--- src/rtl/mte_pkg.sv ---
`timescale 1ns / 1ps
// ---------------------------------------------------------------------------
// mte_pkg
// shared types and constants for the match token emitter
// ---------------------------------------------------------------------------
package mte_pkg;

  localparam int POS_BITS = 32;
  localparam int MIN_LEN_BITS = 8;
  localparam logic [MIN_LEN_BITS-1:0] MIN_LEN_RESET = MIN_LEN_BITS'(32);

  localparam logic MODE_MATCH     = 1'b0;
  localparam logic MODE_BLOCK_END = 1'b1;

  typedef logic [POS_BITS-1:0] pos_t;

  typedef struct packed {
    logic        mode;
    logic [31:0] dest_pos;
    logic [31:0] src_pos;
    logic [31:0] match_len;
    logic [31:0] block_len;
  } item_t;

  typedef struct packed {
    logic        is_block_end;
    logic [31:0] literal_start;
    logic [31:0] literal_len;
    logic [31:0] src_offset;
    logic [31:0] kept_len;
    logic [31:0] block_unmatched;
    logic [31:0] block_matched;
    logic [31:0] block_overlap;
  } token_t;

  typedef struct packed {
    pos_t cursor;
    pos_t unmatched_count;
    pos_t matched_count;
    pos_t overlap_count;
  } state_t;

endpackage

--- src/rtl/mte_step.sv ---
`timescale 1ns / 1ps
// ---------------------------------------------------------------------------
// mte_step
// trims one match against the cursor and forms its token and next state
// ---------------------------------------------------------------------------
module mte_step (
  input  mte_pkg::item_t                        item,
  input  mte_pkg::state_t                       state,
  input  logic [mte_pkg::MIN_LEN_BITS-1:0]      min_len,
  output logic                                  emit,
  output mte_pkg::token_t                       token,
  output mte_pkg::state_t                       state_next
);

  always_comb begin
    mte_pkg::pos_t             d;
    mte_pkg::pos_t             s;
    mte_pkg::pos_t             len;
    mte_pkg::pos_t             blen;
    mte_pkg::pos_t             ov;
    mte_pkg::pos_t             len_kept;
    mte_pkg::pos_t             d_kept;
    mte_pkg::pos_t             s_kept;
    mte_pkg::pos_t             ov_add;
    mte_pkg::pos_t             lit;
    mte_pkg::pos_t             unm;
    logic [mte_pkg::POS_BITS:0] end_pos;
    logic                      behind;

    d    = item.dest_pos[mte_pkg::POS_BITS-1:0];
    s    = item.src_pos[mte_pkg::POS_BITS-1:0];
    len  = item.match_len[mte_pkg::POS_BITS-1:0];
    blen = item.block_len[mte_pkg::POS_BITS-1:0];

    behind = d < state.cursor;
    ov     = state.cursor - d;
    if (behind) begin
      len_kept = len - ov;
      d_kept   = state.cursor;
      s_kept   = s + ov;
      ov_add   = ov;
    end else begin
      len_kept = len;
      d_kept   = d;
      s_kept   = s;
      ov_add   = '0;
    end
    lit     = d_kept - state.cursor;
    end_pos = {1'b0, d_kept} + {1'b0, len_kept};

    emit       = 1'b0;
    token      = '0;
    state_next = state;
    unm        = '0;

    if (item.mode == mte_pkg::MODE_BLOCK_END) begin
      lit = (blen > state.cursor) ? blen - state.cursor : '0;
      unm = state.unmatched_count + lit;
      emit                  = 1'b1;
      token.is_block_end    = 1'b1;
      token.literal_start   = 32'(state.cursor);
      token.literal_len     = 32'(lit);
      token.block_unmatched = 32'(unm);
      token.block_matched   = 32'(state.matched_count);
      token.block_overlap   = 32'(state.overlap_count);
      state_next            = '0;
    end else if ((behind && ov >= len) ||
                 (len_kept < mte_pkg::POS_BITS'(min_len))) begin
      // dropped: trimmed part plus the short remainder always sum to len
      state_next.overlap_count = state.overlap_count + len;
    end else begin
      emit                       = 1'b1;
      token.literal_start        = 32'(state.cursor);
      token.literal_len          = 32'(lit);
      token.src_offset           = 32'(s_kept);
      token.kept_len             = 32'(len_kept);
      state_next.overlap_count   = state.overlap_count + ov_add;
      state_next.matched_count   = state.matched_count + len_kept;
      state_next.unmatched_count = state.unmatched_count + lit;
      // cursor saturates at the top of the position range
      state_next.cursor = end_pos[mte_pkg::POS_BITS] ? '1
                                                     : end_pos[mte_pkg::POS_BITS-1:0];
    end
  end

endmodule

--- src/rtl/match_token_emitter.sv ---
`timescale 1ns / 1ps
// ---------------------------------------------------------------------------
// match_token_emitter
// turns sorted match records of one block into literal/match tokens
// ---------------------------------------------------------------------------
// path: a request enters the input register, then the token register
// throughput: one request per cycle unless the token output stalls; a request is
//   resolved as it moves from the input register into the token register
// reset: cursor and counters cleared, min_match_len back to 32, both
//   pipeline registers empty
module match_token_emitter (
  input  logic                              clk,
  input  logic                              rst,
  input  logic                              item_valid,
  output logic                              item_ready,
  input  mte_pkg::item_t                    item,
  output logic                              token_valid,
  input  logic                              token_ready,
  output mte_pkg::token_t                   token,
  input  logic                              cfg_valid,
  output logic                              cfg_ready,
  input  logic [mte_pkg::MIN_LEN_BITS-1:0]  cfg_min_match_len
);

  logic [mte_pkg::MIN_LEN_BITS-1:0] min_len;
  logic                             held_valid;
  mte_pkg::item_t                   held;
  mte_pkg::state_t                  state;
  mte_pkg::state_t                  state_next;
  mte_pkg::token_t                  token_next;
  logic                             emit;
  logic                             advance;

  assign cfg_ready  = 1'b1;
  assign advance    = held_valid && (!token_valid || token_ready);
  assign item_ready = !held_valid || advance;

  always_ff @(posedge clk) begin
    if (rst) begin
      min_len <= mte_pkg::MIN_LEN_RESET;
    end else if (cfg_valid && cfg_ready) begin
      min_len <= cfg_min_match_len;
    end
  end

  always_ff @(posedge clk) begin
    if (rst) begin
      held_valid <= 1'b0;
    end else if (item_ready) begin
      held_valid <= item_valid;
    end
  end

  always_ff @(posedge clk) begin
    if (item_valid && item_ready) begin
      held <= item;
    end
  end

  mte_step u_step (
    .item       (held),
    .state      (state),
    .min_len    (min_len),
    .emit       (emit),
    .token      (token_next),
    .state_next (state_next)
  );

  always_ff @(posedge clk) begin
    if (rst) begin
      state       <= '0;
      token_valid <= 1'b0;
    end else if (advance) begin
      state       <= state_next;
      token_valid <= emit;
    end else if (token_ready) begin
      token_valid <= 1'b0;
    end
  end

  always_ff @(posedge clk) begin
    if (advance) begin
      token <= token_next;
    end
  end

  // end of block leaves a clean state for the next block
  a_block_clear: assert property (@(posedge clk) disable iff (rst)
    advance && held.mode == mte_pkg::MODE_BLOCK_END |=> state == '0)
    else $error("state not cleared after end of block");

  // a dropped match never shows a token
  a_drop_silent: assert property (@(posedge clk) disable iff (rst)
    advance && !emit |=> !token_valid)
    else $error("token raised for a dropped match");

  // match records only move the cursor forward
  a_cursor_fwd: assert property (@(posedge clk) disable iff (rst)
    advance && held.mode == mte_pkg::MODE_MATCH |=> state.cursor >= $past(state.cursor))
    else $error("cursor moved back on a match record");

  // input stalls only while a request is held
  a_ready_hold: assert property (@(posedge clk) disable iff (rst)
    !item_ready |-> held_valid && token_valid && !token_ready)
    else $error("request refused with room available");

endmodule

--- config.mk ---
export PLATFORM = sky130hd
export DESIGN_NAME = match_token_emitter
export DESIGN_NICKNAME = d
export VERILOG_FILES = /design/src/rtl/mte_pkg.sv /design/src/rtl/mte_step.sv /design/src/rtl/match_token_emitter.sv
export SDC_FILE = /design/constraint.sdc
export NUM_CORES = 1
export LEC_CHECK = 0
export ABC_AREA = 1
export BUFFER_PORTS_ARGS = -buffer_cell sky130_fd_sc_hd__buf_4
export CAP_MARGIN = 20
export CORE_AREA = 4 4 238 240
export DETAILED_ROUTE_END_ITERATION = 7
export DIE_AREA = 0 0 242 244
export MAX_ROUTING_LAYER = met4
export PLACE_DENSITY = 0.86
export SYNTH_ARGS = -nofsm -noshare
export SYNTH_HDL_FRONTEND = slang
export SYNTH_SLANG_ARGS = --single-unit
--- constraint.sdc ---
create_clock -name clk -period 20.2 [get_ports clk]
set_input_delay 4.04 -clock clk [delete_from_list [all_inputs] [get_ports clk]]
set_output_delay 4.04 -clock clk [all_outputs]
set_load 0.03 [all_outputs]
# [Word level (Yosys, flattened, before mapping)]
# Cells that the tools add are included.
[totals] mem_count=0 romBits=0 register_bits=492 ram_bits=0 input_bits=142 latchBits=0 wordCells=63 out_inout_bits=228
[op_classes] multipliers=0 magnitude_cmp=4 addsub=11 bitwise_logic=0 eq_ne=1 n_reduce_logical=11 mux=16 n_div=0 n_shift=0
[op_table] op="2-to-1 mux 128 bit" count=2
[op_table] op="2-to-1 mux 32 bit" count=7
[op_table] op="adder 32 bit" count=6
[op_table] op="subtractor 32 bit" count=4
[op_table] op="2-to-1 mux 96 bit" count=1
[op_table] op="2-to-1 mux 64 bit" count=1
[op_table] op="adder 32 x 32 -> 33 bit" count=1
[op_table] op="greater-or-equal comparator 32 bit" count=1
[op_table] op="> comparator 32 bit" count=1
[op_table] op="less-than comparator 32 bit" count=1
[op_table] op="less-than comparator 32 x 8 -> 1 bit" count=1
[op_table] op="2-to-1 mux 1 bit" count=5
[op_table] op="logical AND 1 bit" count=3
[op_table] op="logical OR 1 bit" count=3
[op_table] op="logical NOT 1 bit" count=2
[op_table] op="inequality test 2 bit (second input constant)" count=1
[op_table] op="AND reduction 2 bit" count=1
[op_table] op="nonzero test 2 bit" count=1
[op_table] op="OR reduction 2 bit" count=1

# [Depth between registers and ports, before layout]
# Gate-level depths: netlist (run 1).
[depth] ltp_word=8 ltp_mapped=59

# [Cells and area by module]
# Synthesis (run 1) repeated with hierarchy kept, for this count alone.
[hier_totals] hier_cells=5243 area_unflattened_um2=38314.2
[modules_own_cells] mod="mte_step" n_inst=1 area_each_um2=21553.2 cells_per_inst=4002
[modules_own_cells] mod="match_token_emitter" n_inst=1 area_each_um2=16761.1 cells_per_inst=1241

# [Least setup slack after synthesis (run 1)]
# Ideal clock, no wire load.
[synth_path] kind="input-to-reg" startpoint="input port token_ready" endpoint="register token[0] (netlist bit), enable pin" path_slack_ps=10933 arrival_time_ps=8691 setup_ps=576 required_time_ps=19624 path_stages=4 cell_sequence="inv_1 nand2_1 nand2_1 inv_1"
[synth_between] elab_chain_cells=2
[synth_rtl] item="start: declaration" line_no="match_token_emitter.sv:18" rtl="input logic token_ready,"
[synth_rtl] item="logical OR 1 bit" line_no="match_token_emitter.sv:35" rtl="assign advance = held_valid && (!token_valid || token_ready);"
[synth_rtl] item="logical AND 1 bit" line_no="match_token_emitter.sv:35"
[synth_rtl] item="via advance" line_no="match_token_emitter.sv:32" rtl="logic advance;"
[synth_rtl] item="end signal: assignment" line_no="match_token_emitter.sv:83" rtl="token <= token_next;"
[synth_rtl] item="end: declaration" line_no="match_token_emitter.sv:19" rtl="output mte_pkg::token_t token,"
# The timed path passes the listed nets, and every way through them passes these cells.
# A chain may end at the register's enable or synchronous reset.

# [Worst setup path in the final report (run 1)]
[layout_path] startpoint="register held[97] (netlist bit)" endpoint="register state[30] (netlist name)"
[layout_between] elab_chain_cells=7 word_cells_on_any_way=12 classes_between="3 x add/sub; 3 x order compare; 4 x mux; 2 x reduce/logical"
[layout_rtl] item="start: declaration" line_no="match_token_emitter.sv:27" rtl="mte_pkg::item_t held;"
[layout_rtl] item="start signal: assignment" line_no="match_token_emitter.sv:56" rtl="held <= item;"
[layout_rtl] item="subtractor 32 bit" line_no="mte_step.sv:36" rtl="ov = state.cursor - d;"
[layout_rtl] item="subtractor 32 bit" line_no="mte_step.sv:38" rtl="len_kept = len - ov;"
[layout_rtl] item="2-to-1 mux 32 bit" line_no="mte_step.sv:37" rtl="if (behind) begin"
[layout_rtl] item="less-than comparator 32 x 8 -> 1 bit" line_no="mte_step.sv:68" rtl="(len_kept < mte_pkg::POS_BITS'(min_len))) begin"
[layout_rtl] item="logical OR 1 bit" line_no="mte_step.sv:67" rtl="end else if ((behind && ov >= len) ||"
[layout_rtl] item="2-to-1 mux 32 bit *" line_no="mte_step.sv:67"
[layout_rtl] item="2-to-1 mux 128 bit *" line_no="mte_step.sv:56" rtl="if (item.mode == mte_pkg::MODE_BLOCK_END) begin"
# Mark *: on every way between the ends. The rest lies on a longest branch, timed or not.

==> results_tabular.tex, run 1 <==
\begin{tabular}{lr}
\hline
Metric & Value \\
\hline
\multicolumn{2}{l}{\textbf{CTS}} \\
\quad Insertion delay of the later-clocked pin in the worst-skew pair & 0.63 ns \\
\quad Root Buffer Master & sky130\_fd\_sc\_hd\_\_clkbuf\_16 \\
\quad Post-CTS repair timing setup buffer count & 0 \\
\quad Clock H-tree levels & 2 \\
\quad CTS tree & built \\
\quad Clock buffer count from CTS & 55 \\
\quad Clock slew seen by the registers of the worst setup and hold paths & 0.06 ns \\
\quad CTS sink cnt & 492 \\
\quad Number of buffers on the longest clock path & 3 \\
\quad Number of resized instances in the post-cts repair step & 0 \\
\quad \# hold bufs at CTS & 0 \\
\multicolumn{2}{l}{\textbf{Critical path}} \\
\quad Critical Path End Type & flop \\
\quad Critical path fanouts, max & 31 \\
\quad Category of the worst setup path launch point & flop \\
\quad Crit-path most repeated cell & sky130\_fd\_sc\_hd\_\_nand2\_1 \\
\quad Required arrival time at the worst endpoint & 20.74 ns \\
\quad Start-to-end type of the worst setup path & flop to flop \\
\quad Register-to-register setup slack & 9.33 ns \\
\quad Data arrival, critical path & 11.41 ns \\
\quad Slowest cell delay on critical path & 0.80 ns \\
\quad Slowest stage cell on the critical path & sky130\_fd\_sc\_hd\_\_inv\_1 \\
\multicolumn{2}{l}{\textbf{STA}} \\
\quad Final Max Tran Viols & 0 \\
\quad Final setup violation count & 0 \\
\quad Worst hold slack & 0.4810 ns \\
\quad Time the final worst path needs with I/O delays and setup & 10.87 ns \\
\quad Transition time of the tightest slew-check pin & 1.078 ns \\
\quad Post-route clock skew & 0.02696 ns \\
\quad Final cycle utilization of the critical path & 53.83\% \\
\quad Fin worst setup slack & 9.326 ns \\
\quad Count of endpoints failing hold in the final timing report & 0 \\
\quad Final-layout setup total negative slack & 0 ns \\
\quad Setup repair after global routing missed its margin & false \\
\quad Highest achievable clock rate & 0.09196 GHz \\
\quad Max transition margin & 28.07\% \\
\multicolumn{2}{l}{\textbf{Floorplan}} \\
\quad Height of the die & 244 µm \\
\quad Placement row count & 86 \\
\quad Effective utilization at floorplan & 64.15\% \\
\quad Chip width & 242 µm \\
\quad I/O pin cnt & 370 \\
\quad Area enclosed by the die boundary & 59,050 µm² \\
\quad Core outline area & 54,660 µm² \\
\multicolumn{2}{l}{\textbf{Routing}} \\
\quad Via count & 33,830 \\
\quad Total length of routed wires & 117,400 µm \\
\quad TritonRoute pass-1 iters & 6 \\
\quad WL per Instance & 20.81 µm \\
\quad Residual antenna-violating net count after detailed routing & 0 \\
\quad DRC marker count from the first detailed-route iteration & 3,297 \\
\quad DRC violation count after routing & 0 \\
\quad Avg Vias per Cell & 6.000 \\
\multicolumn{2}{l}{\textbf{Finish}} \\
\quad Final nets & 5,361 \\
\quad Final Instance Area & 40,310 µm² \\
\quad Final cell utilization of the core & 73.75\% \\
\quad Number of inserted filler cells in the final layout & 4,271 \\
\quad Commonest cells after routing, fill and taps aside & sky130\_fd\_sc\_hd\_\_nand2\_1, sky130\_fd\_sc\_hd\_\_inv\_1, sky130\_fd\_sc\_hd\_\_a21oi\_1, sky130\_fd\_sc\_hd\_\_buf\_4, sky130\_fd\_sc\_hd\_\_nor2\_1 \\
\quad Commonest non-fill, non-tap cell in the layout & sky130\_fd\_sc\_hd\_\_nand2\_1 \\
\quad Final Non-Filler Cells & 5,638 \\
\quad Layout cell share with drive strength beyond 1 & 11.33\% \\
\quad Area growth from synthesis to layout & 14.97\% \\
\multicolumn{2}{l}{\textbf{Yosys}} \\
\quad Net Count, Synth & 5,016 \\
\quad Post-Synthesis Cell Area & 35,060 µm² \\
\quad Sequential element share of the synthesized area & 38.19\% \\
\quad Gate Count Post-Synth & 4,541 \\
\quad Mapped Avg Cell Area & 7.722 µm² \\
\quad Number of library cell types mapped by synthesis & 57 \\
\quad Flip-flop and latch count after synthesis & 492 \\
\quad Number of synthesis warnings & 0 \\
\multicolumn{2}{l}{\textbf{Run status}} \\
\quad Status & completed \\
\multicolumn{2}{l}{\textbf{Pwr}} \\
\quad Worst IR drop on VDD & 0.08812 mV \\
\quad Total Power Consumption & 3.625 mW \\
\quad Cell Pwr Density & 89.93 nW/µm² \\
\quad P\_leak & 19.34 nW \\
\multicolumn{2}{l}{\textbf{Global routing}} \\
\quad Maximum number of pins on one net before global-route repair & 100 \\
\quad Number of global-route vias before repair & 32,883 \\
\quad Grt total ovfl & 0 \\
\quad GRT Overall Usage & 39.43\% \\
\quad Initial antenna violation count & 2 \\
\quad First-pass GRT wire length & 178,900 µm \\
\multicolumn{2}{l}{\textbf{Place}} \\
\quad Pre-CTS setup slack & 9.658 ns \\
\quad Half-perimeter wire length after placement & 90,870 µm \\
\quad Gpl congestion & 1.038 \\
\quad Placed insts & 5,533 \\
\quad Port buffer count & 368 \\
\quad Instance area after placement & 38,400 µm² \\
\multicolumn{2}{l}{\textbf{Job}} \\
\quad Max-cap check violation count & 0 \\
\multicolumn{2}{l}{\textbf{Hold path}} \\
\quad Min-delay worst type & flop to flop \\
\hline
\end{tabular}
state kept, by name (all words and copies together) (netlist names):
| signal | count |
|---|---|
| state | 128 |
| token | 225 |
| held_valid | 1 |
| min_len | 8 |
| held | 129 |
| token_valid | 1 |
kinds of logic (layout without fill, tap and decap cells):
logic type / Yosys count / count (layout) / share of synthesized area (%)
flip-flops: 492 / 492 / 38.19
AND/OR/NAND/NOR: 1750 / 1750 / 20.58
other: 1 / 2 / 0.01069
AO/OA/AOI/OAI: 1073 / 1073 / 16.97
buffers and inverters: 734 / 1126 / 8.200
XOR/XNOR: 158 / 158 / 3.946
adder cells (fa/ha/maj): 333 / 333 / 12.10
power by group:
part / internal [mW] / switching [mW]
combinational: 0.455 / 0.904
clock: 0.621 / 0.440
sequential: 1.16 / 0.0426
total: 2.24 / 1.39
critical path, delay by kind of cell (launching register included):
family / cells / cell delay [ns]
AOI/OAI and AO/OA: 15 / 3.72
and+or+nand+nor: 21 / 3.02
buffers and inverters: 8 / 1.84
adders and majority gates: 3 / 1.18
xor gates and xnor gates: 1 / 0.61
DFF: 1 / 0.39
cell type report:
| type | instances | area (µm²) | area share, % |
|---|---|---|---|
| Multi-Input combinational cell | 3315 | 18800 | 46.64 |
| Sequential cell | 492 | 13390 | 33.22 |
| Timing Repair Buffer | 391 | 2943 | 7.300 |
| Inverter | 631 | 2386 | 5.919 |
| Clock buffer | 71 | 1509 | 3.743 |
| Tap cell | 704 | 880.8 | 2.185 |
| Clock inverter | 33 | 396.6 | 0.9839 |
| Antenna cell | 1 | 2.502 | 0.006208 |
final timing paths:
| check | startpoint | end | depth (start not counted) |
|---|---|---|---|
| worst min register to register | min_len[2]$_SDFFE_PP0P_ | min_len[2]$_SDFFE_PP0P_ | 2 |
| worst max register to register | held[97]$_DFFE_PP_ | state[30]$_SDFFE_PP0P_ | 48 |
| worst min-delay path | min_len[2]$_SDFFE_PP0P_ | min_len[2]$_SDFFE_PP0P_ | 2 |
| worst max-delay path | held[97]$_DFFE_PP_ | state[30]$_SDFFE_PP0P_ | 48 |
synth_stat cells (all sizes together):
library cell,number,share of area (%)
nand3,179,2.6
edfxtp,354,30
o211ai,15,0.32
o211a,4,0.11
a311oi,3,0.075
a21oi,533,7.6
or2,44,0.79
a41oi,2,0.050
o21ai,311,4.4
fa,10,0.57
o21a,35,0.75
dfxtp,138,7.9
o221ai,2,0.050
a22o,23,0.57
nand4,29,0.56
a21o,13,0.28
a221o,1,0.029
buf,40,0.75
o21bai,30,0.64
a31oi,25,0.45
o22ai,26,0.46
nand2,1058,11
inv,631,6.8
o31ai,4,0.086
xnor2,70,1.7
clkbuf,63,0.67
nand3b,11,0.24
a31o,2,0.050
ha,323,12
o221a,2,0.064
nor2,370,4.1
nor4,11,0.20
a221oi,7,0.17
and2,2,0.036
a22oi,2,0.043
a21boi,15,0.32
conb,1,0.011
nor3,43,0.61
a211oi,16,0.34
nor3b,1,0.054
o311ai,2,0.050
xor2,88,2.2
and3,2,0.036
per-layer routing:
| layer | up-vias | GRT usage (%) | wire [µm] | share of wire [%] |
|---|---|---|---|---|
| met5 | - | - | 0 | 0 |
| met4 | 0 | 19.21 | 6771 | 5.8 |
| met2 | 1892 | 65.13 | 55350 | 47 |
| li1 | 16011 | - | - | - |
| met3 | 404 | 6.480 | 10890 | 9.3 |
| met1 | 15523 | 47.39 | 44340 | 38 |
Power figures use the tool's default switching activity.
==> run 2: changes to the inputs <==
- CORE_AREA: 4 4 238 240 -> 4 4 245 247
- DIE_AREA: 0 0 242 244 -> 0 0 249 251
- PLACE_DENSITY: 0.86 -> 0.82
- clock period: 20.2 -> 11.05 ns (I/O delays scaled with it)
==> results_tabular.tex, run 2 (same netlist as run 1, synthesis figures left out) <==
\begin{tabular}{lr}
\hline
Metric & Value \\
\hline
\multicolumn{2}{l}{\textbf{Finish}} \\
\quad Final Non-Filler Cells & 5,694 (was 5,638) \\
\quad Commonest cells after routing, fill and taps aside & sky130\_fd\_sc\_hd\_\_nand2\_1, sky130\_fd\_sc\_hd\_\_inv\_1, sky130\_fd\_sc\_hd\_\_a21oi\_1, sky130\_fd\_sc\_hd\_\_buf\_4, sky130\_fd\_sc\_hd\_\_nor2\_1 (unchanged) \\
\quad Flip-flop count of the largest register, all copies and words added & 225 (unchanged) \\
\quad Regs by FF count & token (225), held (129), state (128) (unchanged) \\
\quad Area of all sequential standard cells & 13,390 µm² (unchanged) \\
\quad Final nets & 5,357 (was 5,361) \\
\quad Area of the multi-input gates & 18,800 µm² (unchanged) \\
\quad Layout cell share with drive strength beyond 1 & 11.08\% (was 11.33\%) \\
\quad Register with the most flip-flops & token (unchanged) \\
\quad Final Instance Area & 40,230 µm² (was 40,310 µm²) \\
\quad Number of inserted filler cells in the final layout & 4,813 (was 4,271) \\
\quad Area growth from synthesis to layout & 14.73\% (was 14.97\%) \\
\quad Commonest non-fill, non-tap cell in the layout & sky130\_fd\_sc\_hd\_\_nand2\_1 (unchanged) \\
\multicolumn{2}{l}{\textbf{STA}} \\
\quad Max transition margin & 34.58\% (was 28.07\%) \\
\quad Setup repair after global routing missed its margin & false (unchanged) \\
\quad Worst hold slack & 0.4657 ns (was 0.4810 ns) \\
\quad Final setup violation count & 0 (unchanged) \\
\quad Time the final worst path needs with I/O delays and setup & 10.33 ns (was 10.87 ns) \\
\quad Count of endpoints failing hold in the final timing report & 0 (unchanged) \\
\quad Final Max Tran Viols & 0 (unchanged) \\
\quad Transition time of the tightest slew-check pin & 0.9743 ns (was 1.078 ns) \\
\quad Post-route clock skew & 0.03291 ns (was 0.02696 ns) \\
\quad Final cycle utilization of the critical path & 93.44\% (was 53.83\%) \\
\quad Final-layout setup total negative slack & 0 ns (unchanged) \\
\quad Highest achievable clock rate & 0.09685 GHz (was 0.09196 GHz) \\
\multicolumn{2}{l}{\textbf{Critical path}} \\
\quad Slowest cell delay on critical path & 0.66 ns (was 0.80 ns) \\
\quad Required arrival time at the worst endpoint & 11.52 ns (was 20.74 ns) \\
\quad Crit-path most repeated cell & sky130\_fd\_sc\_hd\_\_nand2\_1 (unchanged) \\
\quad Critical path fanouts, max & 21 (was 31) \\
\quad Start-to-end type of the worst setup path & flop to flop (unchanged) \\
\quad Critical Path End Type & flop (unchanged) \\
\quad Data arrival, critical path & 10.80 ns (was 11.41 ns) \\
\quad Category of the worst setup path launch point & flop (unchanged) \\
\quad Slowest stage cell on the critical path & sky130\_fd\_sc\_hd\_\_xnor2\_1 (was sky130\_fd\_sc\_hd\_\_inv\_1) \\
\multicolumn{2}{l}{\textbf{Routing}} \\
\quad Via count & 33,444 (was 33,830) \\
\quad TritonRoute pass-1 iters & 6 (unchanged) \\
\quad Residual antenna-violating net count after detailed routing & 0 (unchanged) \\
\quad Total length of routed wires & 117,500 µm (was 117,400 µm) \\
\quad DRC marker count from the first detailed-route iteration & 3,374 (was 3,297) \\
\quad Avg Vias per Cell & 5.874 (was 6.000) \\
\quad DRC violation count after routing & 0 (unchanged) \\
\quad WL per Instance & 20.64 µm (was 20.81 µm) \\
\multicolumn{2}{l}{\textbf{Floorplan}} \\
\quad Area enclosed by the die boundary & 62,500 µm² (was 59,050 µm²) \\
\quad Chip width & 249 µm (was 242 µm) \\
\quad Placement row count & 88 (was 86) \\
\quad Effective utilization at floorplan & 60.89\% (was 64.15\%) \\
\quad I/O pin cnt & 370 (unchanged) \\
\quad Height of the die & 251 µm (was 244 µm) \\
\quad Core outline area & 57,590 µm² (was 54,660 µm²) \\
\multicolumn{2}{l}{\textbf{Global routing}} \\
\quad Grt total ovfl & 0 (unchanged) \\
\quad Number of global-route vias before repair & 32,142 (was 32,883) \\
\quad GRT Overall Usage & 37.23\% (was 39.43\%) \\
\quad First-pass GRT wire length & 179,000 µm (was 178,900 µm) \\
\quad Maximum number of pins on one net before global-route repair & 113 (was 100) \\
\quad Initial antenna violation count & 4 (was 2) \\
\multicolumn{2}{l}{\textbf{CTS}} \\
\quad CTS tree & built (unchanged) \\
\quad Root Buffer Master & sky130\_fd\_sc\_hd\_\_clkbuf\_16 (unchanged) \\
\quad Number of resized instances in the post-cts repair step & 0 (unchanged) \\
\quad Number of buffers on the longest clock path & 3 (unchanged) \\
\quad CTS sink cnt & 492 (unchanged) \\
\quad Insertion delay of the later-clocked pin in the worst-skew pair & 0.63 ns (about the same) \\
\quad Clock buffer count from CTS & 53 (was 55) \\
\quad Clock H-tree levels & 2 (unchanged) \\
\quad Clock slew seen by the registers of the worst setup and hold paths & 0.06 ns (about the same) \\
\quad Post-CTS repair timing setup buffer count & 0 (unchanged) \\
\quad \# hold bufs at CTS & 0 (unchanged) \\
\multicolumn{2}{l}{\textbf{Run status}} \\
\quad Status & completed (unchanged) \\
\multicolumn{2}{l}{\textbf{Pwr}} \\
\quad P\_leak & 19.27 nW (was 19.34 nW) \\
\quad Cell Pwr Density & 161.7 nW/µm² (was 89.93 nW/µm²) \\
\quad Worst IR drop on VDD & 0.2050 mV (was 0.08812 mV) \\
\multicolumn{2}{l}{\textbf{Place}} \\
\quad Placed insts & 5,592 (was 5,533) \\
\quad Port buffer count & 368 (unchanged) \\
\quad Gpl congestion & 1.007 (was 1.038) \\
\quad Half-perimeter wire length after placement & 91,720 µm (was 90,870 µm) \\
\quad Instance area after placement & 38,470 µm² (was 38,400 µm²) \\
\multicolumn{2}{l}{\textbf{Hold path}} \\
\quad Min-delay worst type & flop to flop (unchanged) \\
\multicolumn{2}{l}{\textbf{Job}} \\
\quad Max-cap check violation count & 0 (unchanged) \\
\hline
\end{tabular}
==> run 2: changes by cell type in the layout (fill, tap and decap cells not counted), moves of 2 or more <==
cell,change
sky130_fd_sc_hd__clkinv_1,+9
sky130_fd_sc_hd__clkinvlp_4,-5
sky130_fd_sc_hd__clkbuf_1,-3
sky130_fd_sc_hd__clkbuf_16,-3
sky130_fd_sc_hd__clkbuf_8,-3
sky130_fd_sc_hd__buf_4,-2
sky130_fd_sc_hd__clkinv_2,+2
sky130_fd_sc_hd__diode_2,+2
==> run 2: through the flow <==
stage / power [mW] / util [%] / setup slack [ns]
after global placement: 4.617 / 66.78 / 1.106
after detailed placement: 4.644 / 66.80 / 1.058
final: 6.505 / 69.86 / 0.7247
after CTS: 6.459 / 69.85 / 1.015
after floorplan: 3.953 / - / 3.613
after global routing: 6.847 / 69.85 / 0.1353
==> run 2: power breakdown <==
part | internal [mW] | switching (mW) | leakage [nW]
Clock | 1.04 | 0.780 | 0.849
Sequential | 2.12 | 0.0764 | 4.53
Combinational | 0.833 | 1.65 | 13.9
==> run 2: worst paths after layout <==
check / from / endpoint / slack, ns / cells past startpoint
setup / recovery: held[98]$_DFFE_PP_ / state[21]$_SDFFE_PP0P_ / 0.72 / 50
hold / removal: min_len[1]$_SDFFE_PP0P_ / min_len[1]$_SDFFE_PP0P_ / 0.47 / 2
setup reg to reg: held[98]$_DFFE_PP_ / state[21]$_SDFFE_PP0P_ / 0.72 / 50
hold reg to reg: min_len[1]$_SDFFE_PP0P_ / min_len[1]$_SDFFE_PP0P_ / 0.47 / 2
==> run 2: routing by layer <==
| layer | routed length [µm] | global-route usage, % | share of wire, % |
|---|---|---|---|
| met2 | 55840 | 61.72 | 48 |
| met5 | 0 | - | 0 |
| met4 | 5736 | 15.61 | 4.9 |
| met1 | 46980 | 46.64 | 40 |
| met3 | 8993 | 4.469 | 7.7 |
==> run 2: cell type report <==
| cell class | instances | area share [%] |
|---|---|---|
| multi-input cells | 3315 | 46.74 |
| well taps | 765 | 2.379 |
| inverters | 631 | 5.937 |
| clock inverters | 37 | 0.9237 |
| flip-flops and latches | 492 | 33.29 |
| clock buffers | 62 | 3.434 |
| diodes | 3 | 0.01866 |
| repair buffers | 389 | 7.278 |
==> run 2: critical path, delay by kind of cell (launching register included) <==
kind | cells | cell delay (ns)
simple gates | 29 | 3.89
flops | 1 | 0.35
xor+xnor | 1 | 0.66
fa+ha+maj | 3 | 1.09
buf+inv | 6 | 0.86
compound gates | 11 | 3.32
